--- src/rtl/sfd_pkg.sv ---
// ----------------------------------------------------------------------------
// sfd_pkg
// Shared types and constants for the stereo feedback delay: frame structs,
// configuration register indexes, sequencer states and fixed field widths.
// ----------------------------------------------------------------------------
package sfd_pkg;

    localparam int SAMPLE_W = 16;   // width of the sample fields on the ports
    localparam int CFG_W    = 17;   // widest configuration register
    localparam int GAIN_W   = 17;   // Q0.16 gain, one spare bit for 1.0
    localparam int FB_W     = 16;   // feedback gain width

    localparam logic [CFG_W-1:0] DELAY_RST = 17'd4800;
    localparam logic [FB_W-1:0]  FB_RST    = 16'd32768;
    localparam logic [CFG_W-1:0] WET_RST   = 17'd32768;
    localparam logic [CFG_W-1:0] IGAIN_RST = 17'd65536;

    typedef enum logic [1:0] {
        CFG_DELAY_LENGTH  = 2'd0,
        CFG_FEEDBACK_GAIN = 2'd1,
        CFG_WET_MIX       = 2'd2,
        CFG_INPUT_GAIN    = 2'd3
    } t_cfg_idx;

    typedef enum logic [2:0] {
        ST_IDLE,
        ST_ADDR,
        ST_DRY_GO,
        ST_DRY_RUN,
        ST_ECHO_GO,
        ST_ECHO_RUN,
        ST_SEND
    } t_state;

    typedef struct packed {
        logic signed [SAMPLE_W-1:0] left_in;
        logic signed [SAMPLE_W-1:0] right_in;
    } t_frame_in;

    typedef struct packed {
        logic signed [SAMPLE_W-1:0] left_out;
        logic signed [SAMPLE_W-1:0] right_out;
    } t_frame_out;

endpackage

--- src/rtl/sfd_sermul.sv ---
// ----------------------------------------------------------------------------
// sfd_sermul
// Serial-parallel multiplier: signed sample times unsigned Q0.16 gain, one
// gain bit per cycle, low product bits shifted out into the gain register.
// Gives the product scaled down by 2^16 plus the rounding bit below it.
// ----------------------------------------------------------------------------
module sfd_sermul #(
    parameter int MW = 16
) (
    input  logic                       i_clk,
    input  logic                       i_rst_n,
    input  logic                       i_start,
    input  logic signed [MW-1:0]       i_mcand,
    input  logic [sfd_pkg::GAIN_W-1:0] i_mult,
    output logic                       o_done,
    output logic signed [MW+1:0]       o_scaled,
    output logic                       o_half
);
    import sfd_pkg::*;

    localparam int CNT_W = $clog2(GAIN_W);
    localparam logic [CNT_W-1:0] CNT_LAST = CNT_W'(GAIN_W - 1);

    logic                 r_busy;
    logic                 r_done;
    logic [CNT_W-1:0]     r_cnt;
    logic signed [MW-1:0] r_mcand;
    logic signed [MW:0]   r_hi;
    logic [GAIN_W-1:0]    r_lo;

    logic signed [MW+1:0] sum;
    logic signed [MW:0]   n_hi;
    logic [GAIN_W-1:0]    n_lo;

    // partial sum, then one arithmetic shift right across hi:lo
    always_comb begin
        sum  = r_lo[0] ? ((MW+2)'(r_hi) + (MW+2)'(r_mcand)) : (MW+2)'(r_hi);
        n_hi = sum[MW+1:1];
        n_lo = {sum[0], r_lo[GAIN_W-1:1]};
    end

    always_ff @(posedge i_clk) begin
        if (!i_rst_n) begin
            r_busy <= 1'b0;
            r_done <= 1'b0;
            r_cnt  <= '0;
        end else begin
            r_done <= r_busy && (r_cnt == '0);
            if (i_start) begin
                r_busy <= 1'b1;
                r_cnt  <= CNT_LAST;
            end else if (r_busy) begin
                if (r_cnt == '0) begin
                    r_busy <= 1'b0;
                end else begin
                    r_cnt <= r_cnt - 1'b1;
                end
            end
        end
    end

    always_ff @(posedge i_clk) begin
        if (i_start) begin
            r_mcand <= i_mcand;
            r_hi    <= '0;
            r_lo    <= i_mult;
        end else if (r_busy) begin
            r_hi <= n_hi;
            r_lo <= n_lo;
        end
    end

    assign o_done   = r_done;
    assign o_scaled = $signed({r_hi, r_lo[GAIN_W-1]});
    assign o_half   = r_lo[GAIN_W-2];

endmodule

--- config.mk ---
export PLATFORM = sky130hd
export DESIGN_NAME = sfd_sermul
export DESIGN_NICKNAME = d
export VERILOG_FILES = /design/src/rtl/sfd_pkg.sv /design/src/rtl/sfd_sermul.sv
export SDC_FILE = /design/constraint.sdc
export NUM_CORES = 1
export LEC_CHECK = 0
export BUFFER_PORTS_ARGS = -buffer_cell sky130_fd_sc_hd__buf_2
export CAP_MARGIN = 20
export CORE_AREA = 2 2 87 98
export DETAILED_ROUTE_END_ITERATION = 7
export DIE_AREA = 0 0 89 100
export PLACE_DENSITY = 0.6
export SLEW_MARGIN = 25
export SYNTH_ARGS = -nofsm -noshare
export SYNTH_HDL_FRONTEND = slang
export SYNTH_SLANG_ARGS = --single-unit
export TNS_END_PERCENT = 5
--- constraint.sdc ---
create_clock -name i_clk -period 2.91 [get_ports i_clk]
set_clock_uncertainty 0.15 [all_clocks]
set_input_delay 0.582 -clock i_clk [delete_from_list [all_inputs] [get_ports i_clk]]
set_output_delay 0.582 -clock i_clk [all_outputs]
set_load 0.02 [all_outputs]
After elaboration in Yosys (flattened, before gate mapping):

Cells that the tools add are included.

* add/sub/neg operators: 2
* shift operators: 0
* bitwise logic cells: 2
* equal/unequal tests: 1
* mux-type cells: 9
* order comparisons: 0
* $mul: 0
* div/mod/pow operators: 0
* reduce and logical (&&, ||, !) cells: 7

Operators with widths (count)
* 17-bit two-way mux: 3
* 17-bit by 16-bit adder with 18-bit output: 1
* 5-bit two-way mux: 3
* 2-bit AND reduction: 3
* 5-bit zero test: 1
* 5-bit by 1-bit subtractor with 5-bit output, second input constant: 1
* 1-bit two-way mux: 3
* 2-bit inequality test, second input constant: 1
* 1-bit NOT: 2
* 2-bit nonzero test: 1
* 2-bit OR reduction: 1
* 1-bit logical AND: 1

* latch bits: 0
* memories: 0
* bits in registers: 57
* bits in writable memories: 0
* ROM bits: 0

Longest topological paths before layout:

* depth after elaboration: 4
* gate-level depth with buffers: 9
* gate-level depth less buffers: 9

Worst setup path after synthesis:

Ideal clock, no wire load.

* path kind: flip-flop to flip-flop
* start point: register r_hi[0]
* end point: register r_hi[13]
* cell stages (with the launch flop): 10
* setup time: 134 ps
* arrival: 2031 ps
* path slack: 595 ps
* buffers on the path: 0
* cells stage by stage: dfxtp_1 > ha_1 > inv_1 > fa_1 > nor2b_4 > o31a_2 > o2111ai_1 > a41oi_1 > xnor2_1 > o22ai_1

* longest elaborated chain between the ends: 2

RTL lines
* start, declared: RTL line sfd_sermul.sv:28 `logic signed [MW:0] r_hi;`
* start signal, assigned: RTL line sfd_sermul.sv:68 `r_hi <= n_hi;`
* 17-bit by 16-bit adder with 18-bit output: RTL line sfd_sermul.sv:37 `sum = r_lo[0] ? ((MW+2)'(r_hi) + (MW+2)'(r_mcand)) : (MW+2)'(r_hi);`
* 17-bit two-way mux: RTL line sfd_sermul.sv:37

Every way passes these cells.
A chain may end at the register's enable or synchronous reset.

Final worst setup path:

Same ends and word-level chain as after synthesis.

==> reports/results.txt <==
Row cnt: 35
Critical-path cell list: ha_1, inv_1, fa_1, nor2b_4, o31a_2, o2111ai_1, a41oi_1, xnor2_1, o22ai_1
Fin crit share: 80.12%
Clock Latency Late Sink: 340 ps
Antenna diodes: 0
Final WL: 6346 um
Vert. Die Dim: 100 um
First-pass GRT wire length: 10390 um
Main synth FF type: edfxtp_1
Status: completed
Dpl hpwl: 4474 um
CP Class: flip-flop to flip-flop
F_max: 428.9 MHz
Gr ovfl total: 0
# DRC: 0
Post-synth EDFFs: 33
Sw frac: 28.12%
TritonCTS clock tree: yes
Clk sinks: 57
Logic gate share of total power: 19.8%
Final GP Congestion: 0.8658
IO Count: 56
Yosys Warn Count: 0
Max transition margin: 54.61%
CTS buffer count: 9
# H-tree levels: 3
Initial Util: 38.26%
Max cap viols: 0
Quantity of gates resized following cts: 0
Hold Fails Final Rpt: 0
Min Tclk post-route: 2331 ps
Sequential Power Share: 43.7%
RSZ-0062 raised after global routing: false
Yosys cell types: 49
Post-CTS Hold Fix Bufs: 0
Worst Path Max Fanout: 5
Ranking of synthesized cells by area: edfxtp_1, dfxtp_1, ha_1
WL per Instance: 13.56 um
Maximum clock path buffer count: 2
CP max stage delay: 440 ps
Mapped Nets: 351
Cells after Synth: 296
Post-CTS Setup Repair Bufs: 0
Avg Cell Area, Syn: 10.42 um^2
Cell Pwr Density: 606.2 nW/um^2
Die width: 89 um
Layout cells sized above 1: 27.45%
CP Launch Type: flip-flop
Total track usage: 15.34%
Die area: 8900 um^2
Clock transition at path regs: 70 ps
Lkg Pwr: 1.505 nW
Clock root cell: clkbuf_8
Largest net degree at the start of global routing: 53
I/O Buffers: 55
Final ANT Viol Nets: 0
Worst hold margin: 259.3 ps
Core area: 8058 um^2
Net Sw Power: 0.6283 mW
Clk pwr share: 36.5%
Area Overhead vs Synth: 19.56%
Synth async-reset ratio: 0%
Worst Hold Class: input port to flip-flop
#FFs+latches synth: 57
Area share of the largest cell type after synthesis: 32.14%
Slowest CP cell: fa_1
Post-Syn Area: 3083 um^2
WP data arrival: 2380 ps
Initial antenna violation count: 0
Final Power: 2.235 mW
VDD IR-drop max: 0.0002429 V
Pre-Repair DR Iteration Count: 4
DR vias: 2397
Req. time, crit path: 2960 ps
Internal power: 1.606 mW
Via count of the first global-routing pass: 2259
Accumulated negative setup slack: 0 ps
Fin. max-slew vios: 0
Leading area contributor after synthesis: edfxtp_1
Slew @ Worst Pin: 679.2 ps
Crit. End Element: flip-flop
Setup violators final: 0
Register area share after synthesis: 47.73%
Fin nets: 407
Vias per cell: 5.122
DRT iter0 DRCs: 97
-- final cells by class --
class | count | area, um^2
multi-input cells | 215 | 1510
well taps | 111 | 138.9
flip-flops and latches | 57 | 1471
inverters | 9 | 33.78
fillers | 791 | 4372
clock buffers | 9 | 123.9
clock inverters | 7 | 95.09
repair buffers | 60 | 312.8
-- metrics by stage --
step | util (%) | area, um^2 | setup WS (ps) | instances
after detailed placement | 43.03 | 3467 | 579.5 | 452
after global routing | 45.75 | 3686 | 396.8 | 468
after floorplan | - | 3083 | 595.4 | 296
after global placement | 43.03 | 3467 | 640.6 | 452
final | 45.75 | 3686 | 578.6 | 468
after CTS | 45.75 | 3686 | 555.2 | 468
-- critical path, delay by kind of cell, from the launching register on --
family,cells,cell delay (ps)
buffers and inverters,1,70
DFF,1,370
AOI/OAI and AO/OA,4,680
xor gates and xnor gates,1,140
adders and majority gates,2,650
and+or+nand+nor,1,130
-- cells by family after synthesis --
kind of cell    count (synthesis)  share of synthesized area, %
compound gates                 83                         17.82
simple gates                   76                         11.16
flops                          57                         47.73
buf+inv                        24                         3.287
mux                            22                         7.792
fa+ha+maj                      19                         7.955
xor+xnor                       15                         4.261
-- power by group through the flow --
stage | clock network (mW) | logic (mW) | registers, mW
after floorplan | 0 | 0.312 | 1.00
after global placement | 0 | 0.438 | 0.993
after detailed placement | 0 | 0.442 | 0.995
after CTS | 0.839 | 0.445 | 0.977
after global routing | 0.872 | 0.495 | 0.986
final | 0.815 | 0.443 | 0.977
-- registers in the layout (all words and copies together) (netlist names) --
signal	count
r_lo	17
r_busy	1
r_mcand	16
r_hi	17
o_done	1
r_cnt	5
-- synth_stat cells, types with 2 or more instances --
cell       number
o21a_1          7
o211ai_1        3
o31ai_1         3
ha_1           18
nor3_1          4
edfxtp_1       33
o21ai_0        10
mux2_2         16
nand2_1        27
inv_1           9
a21o_1          2
dfxtp_1        24
xor2_1          5
o2bb2ai_1       2
buf_4           2
mux2i_1         6
xnor2_1        10
nor4_1          2
o22ai_1         5
a211oi_1        7
a21oi_1        28
a211o_1         3
nand3_1         3
clkbuf_1        9
o2111ai_1       2
nand4_1         3
nor2_1         28
buf_2           3
or4_1           2
-- cells in the final DEF (no fill, tap or decap), types with 10 or more instances in the layout --
| cell | netlist | layout |
|---|---|---|
| a21oi_1 | 28 | 28 |
| buf_2 | 3 | 55 |
| dfxtp_1 | 24 | 24 |
| edfxtp_1 | 33 | 33 |
| ha_1 | 18 | 18 |
| mux2_2 | 16 | 16 |
| nand2_1 | 27 | 27 |
| nor2_1 | 28 | 28 |
| o21ai_0 | 10 | 10 |
| xnor2_1 | 10 | 10 |
-- final timing paths --
check	from	to	slack (ps)	cells past startpoint
max	r_hi[0]$_SDFFE_PP0P_	r_hi[13]$_SDFFE_PP0P_	580	9
min	i_mcand[6]	r_mcand[6]$_DFFE_PP_	260	1
max reg2reg	r_hi[0]$_SDFFE_PP0P_	r_hi[13]$_SDFFE_PP0P_	580	9
min reg2reg	r_cnt[4]$_SDFFE_PN0P_	o_done$_SDFF_PN0_	330	1
-- layer usage --
metal / vias to the layer above / global-route usage, % / share of wire [%]
li1: 1206 / - / -
met4: 0 / 9.414 / 3.1
met2: 54 / 24.45 / 47
met3: 15 / 2.796 / 3.7
met5: - / 0 / 0
met1: 1122 / 19.03 / 46
Power figures use the tool's default switching activity.
